--- src/design/fkwc_pkg.sv ---
`timescale 1ns / 1ps
// Shared types, constants and the feed table of the knob-to-wiper converter.
package fkwc_pkg;

  localparam int BpCount = 16;
  localparam int BpSlots = 16;
  localparam int BpWidth = 10;
  localparam int SampleWidth = 10;
  localparam int FeedWidth = 14;
  localparam int FifoDepth = 4;
  localparam int FifoPtrWidth = $clog2(FifoDepth);
  localparam int DivBits = 17;

  localparam int RapidFeed = 1200;
  localparam int FeedMax = 16383;
  localparam int WiperMax = 255;
  localparam longint CreepDiv = 10;
  localparam longint FeedRef = 500;
  localparam longint MvFull = 10000;
  localparam longint MvDen = 255;

  // Reciprocals, rounded up; exact over the value ranges that reach them.
  localparam int CreepShift = 20;
  localparam logic [16:0] CreepRecip =
    17'(((64'd1 << CreepShift) + CreepDiv - 64'd1) / CreepDiv);
  localparam int WiperShift = 31;
  localparam logic [22:0] WiperRecip =
    23'(((64'd1 << WiperShift) + FeedRef - 64'd1) / FeedRef);
  localparam int MvShift = 24;
  localparam logic [29:0] MvRecip =
    30'((MvFull * (64'd1 << MvShift) + MvDen - 64'd1) / MvDen);

  typedef logic [BpSlots-1:0][BpWidth-1:0] bp_vec_t;

  typedef enum logic [2:0] {
    REG_BP_0_5    = 3'd0,
    REG_BP_6_11   = 3'd1,
    REG_BP_12_15  = 3'd2,
    REG_WIPER_MIN = 3'd3,
    REG_WIPER_500 = 3'd4
  } reg_idx_t;

  typedef enum logic [1:0] {
    KIND_RAPID,
    KIND_ZERO,
    KIND_FLAT,
    KIND_SLOPE
  } kind_t;

  // One classified request as it waits between front and back.
  typedef struct packed {
    kind_t       kind;
    logic        creep;
    logic        neg;
    logic [9:0]  nmag;
    logic [9:0]  dmag;
    logic [6:0]  dt;
    logic [8:0]  tlo;
  } entry_t;

  function automatic logic [8:0] feed_point(input logic [3:0] k);
    logic [8:0] v;
    unique case (k)
      4'd0:  v = 9'd0;
      4'd1:  v = 9'd12;
      4'd2:  v = 9'd20;
      4'd3:  v = 9'd31;
      4'd4:  v = 9'd40;
      4'd5:  v = 9'd50;
      4'd6:  v = 9'd63;
      4'd7:  v = 9'd80;
      4'd8:  v = 9'd100;
      4'd9:  v = 9'd125;
      4'd10: v = 9'd160;
      4'd11: v = 9'd200;
      4'd12: v = 9'd250;
      4'd13: v = 9'd315;
      4'd14: v = 9'd400;
      4'd15: v = 9'd500;
      default: v = 9'd0;
    endcase
    return v;
  endfunction

endpackage

--- src/design/feed_knob_to_wiper_converter.sv ---
`timescale 1ns / 1ps
// Knob sample to feed rate and wiper setting: config registers, intake, queue and pipeline.
// Throughput: one request per cycle unless the output stalls; the divide pipeline has 17 stages.
// A 4-entry queue takes requests while the pipeline holds on a stalled output.
// Reset (synchronous): clears all config registers to zero, empties the queue and
// drops every in-flight request.
module feed_knob_to_wiper_converter (
  input  logic        clk,
  input  logic        rst,
  input  logic        in_valid,
  output logic        in_stall,
  input  logic [9:0]  knob_sample,
  input  logic        rapid_pressed,
  input  logic        creep_pressed,
  output logic        out_valid,
  input  logic        out_stall,
  output logic [13:0] feed_mm_per_min,
  output logic [7:0]  wiper_position,
  output logic        network_enable,
  output logic [13:0] output_millivolts,
  input  logic        cfg_valid,
  output logic        cfg_ready,
  input  logic [2:0]  cfg_index,
  input  logic [59:0] cfg_data
);
  import fkwc_pkg::*;

  logic [59:0] bp_lo;
  logic [59:0] bp_mid;
  logic [39:0] bp_hi;
  logic [7:0]  wiper_min;
  logic [7:0]  wiper_500;
  bp_vec_t     bp;

  entry_t      push_entry;
  entry_t      head;
  logic        push;
  logic        pop;
  logic        q_full;
  logic        q_empty;

  assign cfg_ready = 1'b1;

  always_ff @(posedge clk) begin
    if (rst) begin
      bp_lo     <= '0;
      bp_mid    <= '0;
      bp_hi     <= '0;
      wiper_min <= '0;
      wiper_500 <= '0;
    end else if (cfg_valid && cfg_ready) begin
      unique case (reg_idx_t'(cfg_index))
        REG_BP_0_5:    bp_lo     <= cfg_data;
        REG_BP_6_11:   bp_mid    <= cfg_data;
        REG_BP_12_15:  bp_hi     <= cfg_data[39:0];
        REG_WIPER_MIN: wiper_min <= cfg_data[7:0];
        REG_WIPER_500: wiper_500 <= cfg_data[7:0];
        default: ;
      endcase
    end
  end

  always_comb begin
    for (int i = 0; i < 6; i++) begin
      bp[i]     = bp_lo[BpWidth*i +: BpWidth];
      bp[i + 6] = bp_mid[BpWidth*i +: BpWidth];
    end
    for (int i = 0; i < 4; i++) begin
      bp[i + 12] = bp_hi[BpWidth*i +: BpWidth];
    end
  end

  fkwc_front u_front (
    .bp            (bp),
    .in_valid      (in_valid),
    .in_stall      (in_stall),
    .knob_sample   (knob_sample),
    .rapid_pressed (rapid_pressed),
    .creep_pressed (creep_pressed),
    .q_full        (q_full),
    .push          (push),
    .entry         (push_entry)
  );

  fkwc_fifo u_fifo (
    .clk   (clk),
    .rst   (rst),
    .push  (push),
    .wdata (push_entry),
    .pop   (pop),
    .rdata (head),
    .full  (q_full),
    .empty (q_empty)
  );

  fkwc_back u_back (
    .clk               (clk),
    .rst               (rst),
    .head              (head),
    .q_empty           (q_empty),
    .pop               (pop),
    .wiper_minimum     (wiper_min),
    .wiper_at_500      (wiper_500),
    .out_valid         (out_valid),
    .out_stall         (out_stall),
    .feed_mm_per_min   (feed_mm_per_min),
    .wiper_position    (wiper_position),
    .network_enable    (network_enable),
    .output_millivolts (output_millivolts)
  );

`ifndef NO_ASSERTIONS
  a_zero_feed_zero_wiper: assert property (@(posedge clk) disable iff (rst)
    (out_valid && feed_mm_per_min == '0) |-> wiper_position == '0)
    else $error("nonzero wiper for zero feed");

  a_enable_matches_wiper: assert property (@(posedge clk) disable iff (rst)
    out_valid |-> (network_enable == (wiper_position != '0)))
    else $error("enable flag out of step with wiper");

  a_mv_in_range: assert property (@(posedge clk) disable iff (rst)
    out_valid |-> output_millivolts <= 14'd10000)
    else $error("millivolts above full scale");

  a_queue_fills_on_request: assert property (@(posedge clk) disable iff (rst)
    $rose(in_stall) |-> $past(in_valid && !in_stall))
    else $error("queue filled without an accepted request");
`endif

endmodule

--- src/design/fkwc_front.sv ---
`timescale 1ns / 1ps
// Intake: finds the breakpoint interval of a sample and classifies the request.
module fkwc_front (
  input  fkwc_pkg::bp_vec_t bp,
  input  logic              in_valid,
  output logic              in_stall,
  input  logic [9:0]        knob_sample,
  input  logic              rapid_pressed,
  input  logic              creep_pressed,
  input  logic              q_full,
  output logic              push,
  output fkwc_pkg::entry_t  entry
);
  import fkwc_pkg::*;

  logic [3:0]  k;
  logic [3:0]  k_up;
  logic [9:0]  lo;
  logic [9:0]  hi;
  logic [10:0] dx;
  logic [10:0] db;
  logic [10:0] dx_neg;
  logic [10:0] db_neg;

  assign in_stall = q_full;
  assign push     = in_valid && !q_full;

  always_comb begin
    // Scan from the top so the lowest matching interval wins.
    k = 4'd0;
    for (int i = BpCount - 2; i >= 0; i--) begin
      if (bp[i] < knob_sample && knob_sample <= bp[i+1]) begin
        k = 4'(i);
      end
    end
    k_up   = 4'(k + 4'd1);
    lo     = bp[k];
    hi     = bp[k_up];
    dx     = {1'b0, knob_sample} - {1'b0, lo};
    db     = {1'b0, hi} - {1'b0, lo};
    dx_neg = ~dx + 11'd1;
    db_neg = ~db + 11'd1;

    entry.creep = creep_pressed;
    entry.neg   = dx[10] ^ db[10];
    entry.nmag  = dx[10] ? dx_neg[9:0] : dx[9:0];
    entry.dmag  = db[10] ? db_neg[9:0] : db[9:0];
    entry.dt    = 7'(feed_point(k_up) - feed_point(k));
    entry.tlo   = feed_point(k);

    priority if (rapid_pressed) begin
      entry.kind = KIND_RAPID;
    end else if (knob_sample < bp[1] || knob_sample == '0) begin
      entry.kind = KIND_ZERO;
    end else if (hi == lo) begin
      entry.kind = KIND_FLAT;
    end else begin
      entry.kind = KIND_SLOPE;
    end
  end

endmodule

--- src/design/fkwc_fifo.sv ---
`timescale 1ns / 1ps
// Short request queue between the intake and the arithmetic pipeline.
module fkwc_fifo (
  input  logic             clk,
  input  logic             rst,
  input  logic             push,
  input  fkwc_pkg::entry_t wdata,
  input  logic             pop,
  output fkwc_pkg::entry_t rdata,
  output logic             full,
  output logic             empty
);
  import fkwc_pkg::*;

  entry_t                  slots [FifoDepth];
  logic [FifoPtrWidth-1:0] wr_ptr;
  logic [FifoPtrWidth-1:0] rd_ptr;
  logic [FifoPtrWidth:0]   count;

  assign full  = count == (FifoPtrWidth+1)'(FifoDepth);
  assign empty = count == '0;
  assign rdata = slots[rd_ptr];

  always_ff @(posedge clk) begin
    if (push) begin
      slots[wr_ptr] <= wdata;
    end
  end

  always_ff @(posedge clk) begin
    if (rst) begin
      wr_ptr <= '0;
      rd_ptr <= '0;
      count  <= '0;
    end else begin
      if (push) begin
        wr_ptr <= wr_ptr + 1'b1;
      end
      if (pop) begin
        rd_ptr <= rd_ptr + 1'b1;
      end
      unique case ({push, pop})
        2'b10:   count <= count + 1'b1;
        2'b01:   count <= count - 1'b1;
        default: count <= count;
      endcase
    end
  end

endmodule

--- src/design/fkwc_back.sv ---
`timescale 1ns / 1ps
// Arithmetic pipeline: slope product, bit-serial divide stages, creep, wiper and millivolts.
module fkwc_back (
  input  logic             clk,
  input  logic             rst,
  input  fkwc_pkg::entry_t head,
  input  logic             q_empty,
  output logic             pop,
  input  logic [7:0]       wiper_minimum,
  input  logic [7:0]       wiper_at_500,
  output logic             out_valid,
  input  logic             out_stall,
  output logic [13:0]      feed_mm_per_min,
  output logic [7:0]       wiper_position,
  output logic             network_enable,
  output logic [13:0]      output_millivolts
);
  import fkwc_pkg::*;

  typedef struct packed {
    logic        vld;
    kind_t       kind;
    logic        creep;
    logic        neg;
    logic [16:0] num;
    logic [16:0] quo;
    logic [9:0]  rem;
    logic [9:0]  dmag;
    logic [8:0]  tlo;
  } div_t;

  logic en;
  div_t dv [DivBits+1];
  div_t dv_nxt [DivBits];

  // The whole pipeline holds while the output register is full and stalled.
  assign en  = !out_valid || !out_stall;
  assign pop = en && !q_empty;

  // One quotient bit per stage, restoring division.
  always_comb begin
    logic [10:0] trial;
    logic        ge;
    for (int j = 0; j < DivBits; j++) begin
      trial         = {dv[j].rem, dv[j].num[16]};
      ge            = trial >= {1'b0, dv[j].dmag};
      dv_nxt[j]     = dv[j];
      dv_nxt[j].rem = ge ? 10'(trial - {1'b0, dv[j].dmag}) : trial[9:0];
      dv_nxt[j].num = {dv[j].num[15:0], 1'b0};
      dv_nxt[j].quo = {dv[j].quo[15:0], ge};
    end
  end

  // Slope product stage, then the divide stages.
  always_ff @(posedge clk) begin
    if (rst) begin
      for (int j = 0; j <= DivBits; j++) begin
        dv[j].vld <= 1'b0;
      end
    end else if (en) begin
      dv[0].vld   <= !q_empty;
      dv[0].kind  <= head.kind;
      dv[0].creep <= head.creep;
      dv[0].neg   <= head.neg;
      dv[0].num   <= {7'd0, head.nmag} * {10'd0, head.dt};
      dv[0].quo   <= '0;
      dv[0].rem   <= '0;
      dv[0].dmag  <= head.dmag;
      dv[0].tlo   <= head.tlo;
      for (int j = 0; j < DivBits; j++) begin
        dv[j+1] <= dv_nxt[j];
      end
    end
  end

  // Feed before creep.
  logic        f_vld;
  logic [16:0] f_val;
  logic        f_creep;
  logic [17:0] q_ext;
  logic [17:0] q_sgn;
  logic [17:0] q_sum;
  logic [16:0] f_val_next;
  logic        f_creep_next;

  always_comb begin
    q_ext = {1'b0, dv[DivBits].quo};
    q_sgn = dv[DivBits].neg ? (~q_ext + 18'd1) : q_ext;
    q_sum = q_sgn + {9'd0, dv[DivBits].tlo};
    unique case (dv[DivBits].kind)
      KIND_RAPID: begin
        f_val_next   = 17'(RapidFeed);
        f_creep_next = 1'b0;
      end
      KIND_ZERO: begin
        f_val_next   = '0;
        f_creep_next = 1'b0;
      end
      KIND_FLAT: begin
        f_val_next   = {8'd0, dv[DivBits].tlo};
        f_creep_next = dv[DivBits].creep;
      end
      default: begin
        // Negative feed saturates; creep of a non-positive value stays at zero.
        f_val_next   = q_sum[17] ? '0 : q_sum[16:0];
        f_creep_next = dv[DivBits].creep;
      end
    endcase
  end

  // Creep product.
  logic        c_vld;
  logic [16:0] c_val;
  logic        c_creep;
  logic [33:0] c_prod;

  // Clamped feed and wiper product.
  logic        g_vld;
  logic [13:0] g_feed;
  logic [21:0] g_prod;
  logic [16:0] feed_sel;
  logic [13:0] feed_clamp;

  always_comb begin
    feed_sel   = c_creep ? 17'(c_prod >> CreepShift) : c_val;
    feed_clamp = (feed_sel > 17'(FeedMax)) ? 14'(FeedMax) : feed_sel[13:0];
  end

  // Divide by the reference feed.
  logic        h_vld;
  logic [13:0] h_feed;
  logic [44:0] h_prod;

  // Wiper selection.
  logic        i_vld;
  logic [13:0] i_feed;
  logic [7:0]  i_wiper;
  logic [13:0] w_raw;
  logic [7:0]  wiper_next;

  always_comb begin
    w_raw = 14'(h_prod >> WiperShift);
    priority if (h_feed == '0) begin
      wiper_next = '0;
    end else if (w_raw > 14'(WiperMax)) begin
      wiper_next = 8'(WiperMax);
    end else if (w_raw != '0 && w_raw < {6'd0, wiper_minimum}) begin
      wiper_next = wiper_minimum;
    end else begin
      wiper_next = w_raw[7:0];
    end
  end

  // Millivolt product.
  logic        j_vld;
  logic [13:0] j_feed;
  logic [7:0]  j_wiper;
  logic [37:0] j_prod;

  always_ff @(posedge clk) begin
    if (rst) begin
      f_vld     <= 1'b0;
      c_vld     <= 1'b0;
      g_vld     <= 1'b0;
      h_vld     <= 1'b0;
      i_vld     <= 1'b0;
      j_vld     <= 1'b0;
      out_valid <= 1'b0;
    end else if (en) begin
      f_vld     <= dv[DivBits].vld;
      c_vld     <= f_vld;
      g_vld     <= c_vld;
      h_vld     <= g_vld;
      i_vld     <= h_vld;
      j_vld     <= i_vld;
      out_valid <= j_vld;
    end
  end

  always_ff @(posedge clk) begin
    if (en) begin
      f_val   <= f_val_next;
      f_creep <= f_creep_next;

      c_val   <= f_val;
      c_creep <= f_creep;
      c_prod  <= f_val * CreepRecip;

      g_feed  <= feed_clamp;
      g_prod  <= feed_clamp * wiper_at_500;

      h_feed  <= g_feed;
      h_prod  <= g_prod * WiperRecip;

      i_feed  <= h_feed;
      i_wiper <= wiper_next;

      j_feed  <= i_feed;
      j_wiper <= i_wiper;
      j_prod  <= i_wiper * MvRecip;

      feed_mm_per_min   <= j_feed;
      wiper_position    <= j_wiper;
      network_enable    <= j_wiper != '0;
      output_millivolts <= 14'(j_prod >> MvShift);
    end
  end

endmodule
--- config.mk ---
export PLATFORM = sky130hd
export DESIGN_NAME = feed_knob_to_wiper_converter
export DESIGN_NICKNAME = d
export VERILOG_FILES = /design/src/design/fkwc_pkg.sv /design/src/design/feed_knob_to_wiper_converter.sv /design/src/design/fkwc_front.sv /design/src/design/fkwc_fifo.sv /design/src/design/fkwc_back.sv
export SDC_FILE = /design/constraint.sdc
export NUM_CORES = 2
export LEC_CHECK = 0
export ABC_AREA = 1
export BUFFER_PORTS_ARGS = -buffer_cell sky130_fd_sc_hd__buf_2
export CELL_PAD_IN_SITES_DETAIL_PLACEMENT = 1
export CELL_PAD_IN_SITES_GLOBAL_PLACEMENT = 2
export CORE_UTILIZATION = 43
export DETAILED_ROUTE_END_ITERATION = 8
export PLACE_DENSITY = 0.92
export SYNTH_ARGS = -nofsm -noshare
export SYNTH_HDL_FRONTEND = slang
export SYNTH_SLANG_ARGS = --single-unit
--- constraint.sdc ---
create_clock -name clk -period 69.2 [get_ports clk]
set_clock_uncertainty 0.15 [all_clocks]
set_input_delay 10.38 -clock clk [delete_from_list [all_inputs] [get_ports clk]]
set_output_delay 10.38 -clock clk [all_outputs]
set_load 0.02 [all_outputs]
==> flow_summary.yaml <==
drt:
  drtPass1Iterations: 5
  wirelength_mm: 224.2
  drt_iter0_drc: 3273
  antenna_left: 0
  drc: 0
  via_count: 55960
  viasPerCell: 5.342
  wl_per_cell_um: 21.40
sta:
  slew_headroom_pct: 19.73
  fin_crit_ns: 17.73
  drv_slew: 0
  finalHoldViolCount: 0
  setup_slack_ns: 51.47
  setup_viol: 0
  tightest_slew_ns: 1.204
  fin_setup_tns_ns: 0
  fmax_mhz: 56.40
  fin_crit_sh_pct: 25.62
  rsz0062_at_grt: "no"
place:
  hpwl_mm: 168.7
  place.gp.congestion: 0.9231
  placed_area_mm2: 0.08595
  place_ws_ns: 50.82
  io_buffers: 118
setup_path:
  crit_type: "primary input to register"
  cp_slowest_cell: "a21oi_4"
  slowest_delay_ns: 0.72
  cp-end-kind: "register"
  worstPathRequired_ns: 69.61
  startpoint_type: "primary input"
  path_max_fanout: 28
  arrival_ns: 18.14
  crit_path_frequent_cell: "nand2_1"
clock_tree:
  root_buffer: "clkbuf_16"
  cts.sinks: 1449
  clock_path_buffers: 3
  cts_tree: "yes"
  clock_latency_ns: 0.81
  path_clk_slew_ns: 0.06
  cts_max_level: 4
  cts_buffers: 161
  ctsResizeCount: 0
  postCtsSetupBuffers: 0
  cts_hold_buf: 0
pwr:
  power_switching_mw: 2.083
  internal_power_mw: 2.706
  p_leak_nw: 39.64
  switching_share_pct: 43.50
  peakVddDrop_mv: 0.1369
  p_comb_share_pct: 53.3
  powerDensity_mw_per_mm2: 52.51
  seqPwrFrac_pct: 29.0
  power_frac_clock_pct: 17.7
synth:
  ys_seq_elements: 1449
  synthFlopType: "edfxtp_1"
  syn_area_mm2: 0.08259
  async_flop_share_pct: 0
  syn_nets: 8958
  seq_area_frac_synth_pct: 50.36
  netlist_instances: 7693
  avgSynthCellArea_um2: 10.74
  yosysWarnings: 0
  synth_edf_count: 1257
  yosysUniqueCellTypes: 69
cells_and_area:
  nets: 9095
  fillers: 20600
  syn2layout_area_growth_pct: 10.44
  final_area_mm2: 0.09121
  drive_gt1_share_pct: 5.865
  regArea_mm2: 0.04159
  multi_input_area_mm2: 0.03590
worst_hold_path:
  hold_class: "register to register"
floorplanning:
  dieArea_mm2: 0.1938
  pin_count: 120
  core_mm2: 0.1904
  die_w_um: 440.3
  die-height_um: 440.3
  initial_core_util_pct: 43.38
  rows: 160
run:
  drv_cap: 0
grt:
  grt_pass1_vias: 61180
  grt_overflow: 0
  grt_max_degree: 213
  gr-usage-all-layers_pct: 23.37
  grt_pass1_wl_mm: 348.8
  antenna_found_initial: 4
run_status:
  status: "complete, no violations"
## registers in the layout (all words and copies together), names as in the netlist, 14 cells and up, named ones only
name and count:
u_back.i_feed 14, u_back.c_prod 14, u_back.j_feed 14, u_back.feed_mm_per_min 14, bp_hi 40, u_back.g_prod 22
u_back.output_millivolts 14, u_back.j_prod 14, u_back.h_prod 14, u_back.g_feed 14, u_back.f_val 17, bp_mid 60
u_back.dv 888, u_fifo.slots 160, bp_lo 60, u_back.c_val 17, u_back.h_feed 14
## cell usage after synthesis, drive strengths merged, types with 5 or more instances
cell type  number  area (um^2)
nor2          732         2758
ha            829        10370
buf            78        495.5
o211ai         20        155.1
clkinv          6        22.52
o22ai          31        193.9
a221oi          5        43.79
nor4           19        125.1
o21ai         452         2266
xor2          175         1533
xnor2          83        727.0
nand2         956         3603
a31oi          20        125.1
nand3         301         1511
o311ai          5        43.79
o21a           11        82.58
nor3           45        235.2
dfxtp         192         3844
a21o            8        60.06
a211oi         19        152.6
mux2i          11        110.1
o221ai          5        43.79
a21oi         646         3241
inv          1132         4249
edfxtp       1257        37750
nand3b          6        45.04
nand4          62        394.1
fa            356         7127
clkbuf        125        469.2
o2111ai         6        52.55
o31ai           5        37.54
a32oi          17        148.9
or2            12        75.08
o21bai         39        292.8
a21boi          7        56.30
## final timing paths
kind,startpoint,to,slack [ns],cells after the start
min,u_back.dv[8][4],u_back.dv[9][4],0.25,0
min reg2reg,u_back.dv[8][4],u_back.dv[9][4],0.25,0
max reg2reg,bp_hi[12],u_fifo.slots[3][23],61.07,41
max,knob_sample[5],u_fifo.slots[3][23],51.47,42
## layout by cell type (no fill, tap or decap), types with 19 or more instances in the layout
cell type and count:
o21ai_0 428, o211ai_1 19, a31oi_1 20, xor2_1 175, buf_4 58, a21oi_1 644
clkbuf_1 35, inv_1 1126, nor2_1 723, nand2_1 950, clkbuf_16 163, edfxtp_1 1257
xnor2_1 83, o22ai_1 31, ha_1 829, dfxtp_1 191, o21ai_1 23, buf_2 118
nor3_1 42, clkinv_2 21, nand4_1 61, clkinv_1 32, nand3_1 299, fa_1 356
o21bai_1 39
## per-stage QoR
stage / hold WS, ns / std cells / power (mW) / utilization [%]
floorplan: 0.2503 / 7693 / 3.221 / -
global placement: 0.2503 / 10180 / 3.832 / 45.15
detailed placement: 0.2552 / 10180 / 3.951 / 45.15
CTS: 0.2477 / 10470 / 4.843 / 47.91
global route: 0.2527 / 10470 / 5.206 / 47.91
finish: 0.2541 / 10480 / 4.789 / 47.91
## worst max-delay path: cells and delay by family
family,cells,cell delay (ns)
AND/OR/NAND/NOR,18,2.13
XOR/XNOR,1,0.13
buffers and inverters,11,1.87
adder cells (fa/ha/maj),5,1.62
AO/OA/AOI/OAI,7,1.93
## cell type report
cell class	instances	share of cell area [%]
sequential	1449	45.60
clock buffer	203	4.691
timing repair buffer	177	1.147
clock inverter	92	1.073
tap	2511	3.444
multi-input combinational	4903	39.35
antenna	2	0.005487
inverter	1138	4.686
## metal layers
metal | vias to the layer above | track usage, % | routed length, um
met2 | 1105 | 41.66 | 113600
met5 | - | 0 | 0
met4 | 0 | 8.529 | 8047
met1 | 28090 | 28.76 | 93650
li1 | 26410 | - | -
met3 | 363 | 3.035 | 8855
## logic make-up (layout without fill, tap and decap cells)
kind of cell             Yosys count  after routing  synth area share (%)
AND/OR/NAND/NOR                 2144           2144                 10.68
flip-flops                      1449           1449                 50.36
buffers and inverters           1341           1610                 6.340
AO/OA/AOI/OAI                   1304           1304                 8.559
adder cells (fa/ha/maj)         1185           1185                 21.19
XOR/XNOR                         258            258                 2.736
multiplexers                      11             11                0.1333
other                              1              3              0.004540
## power groups by stage
| stage | clock network (mW) | registers, mW | logic, mW |
|---|---|---|---|
| floorplan | 0 | 1.40 | 1.82 |
| global placement | 0 | 1.39 | 2.44 |
| detailed placement | 0 | 1.41 | 2.54 |
| CTS | 0.863 | 1.39 | 2.59 |
| global route | 0.893 | 1.41 | 2.91 |
| finish | 0.846 | 1.39 | 2.55 |
Power figures use the tool's default switching activity.
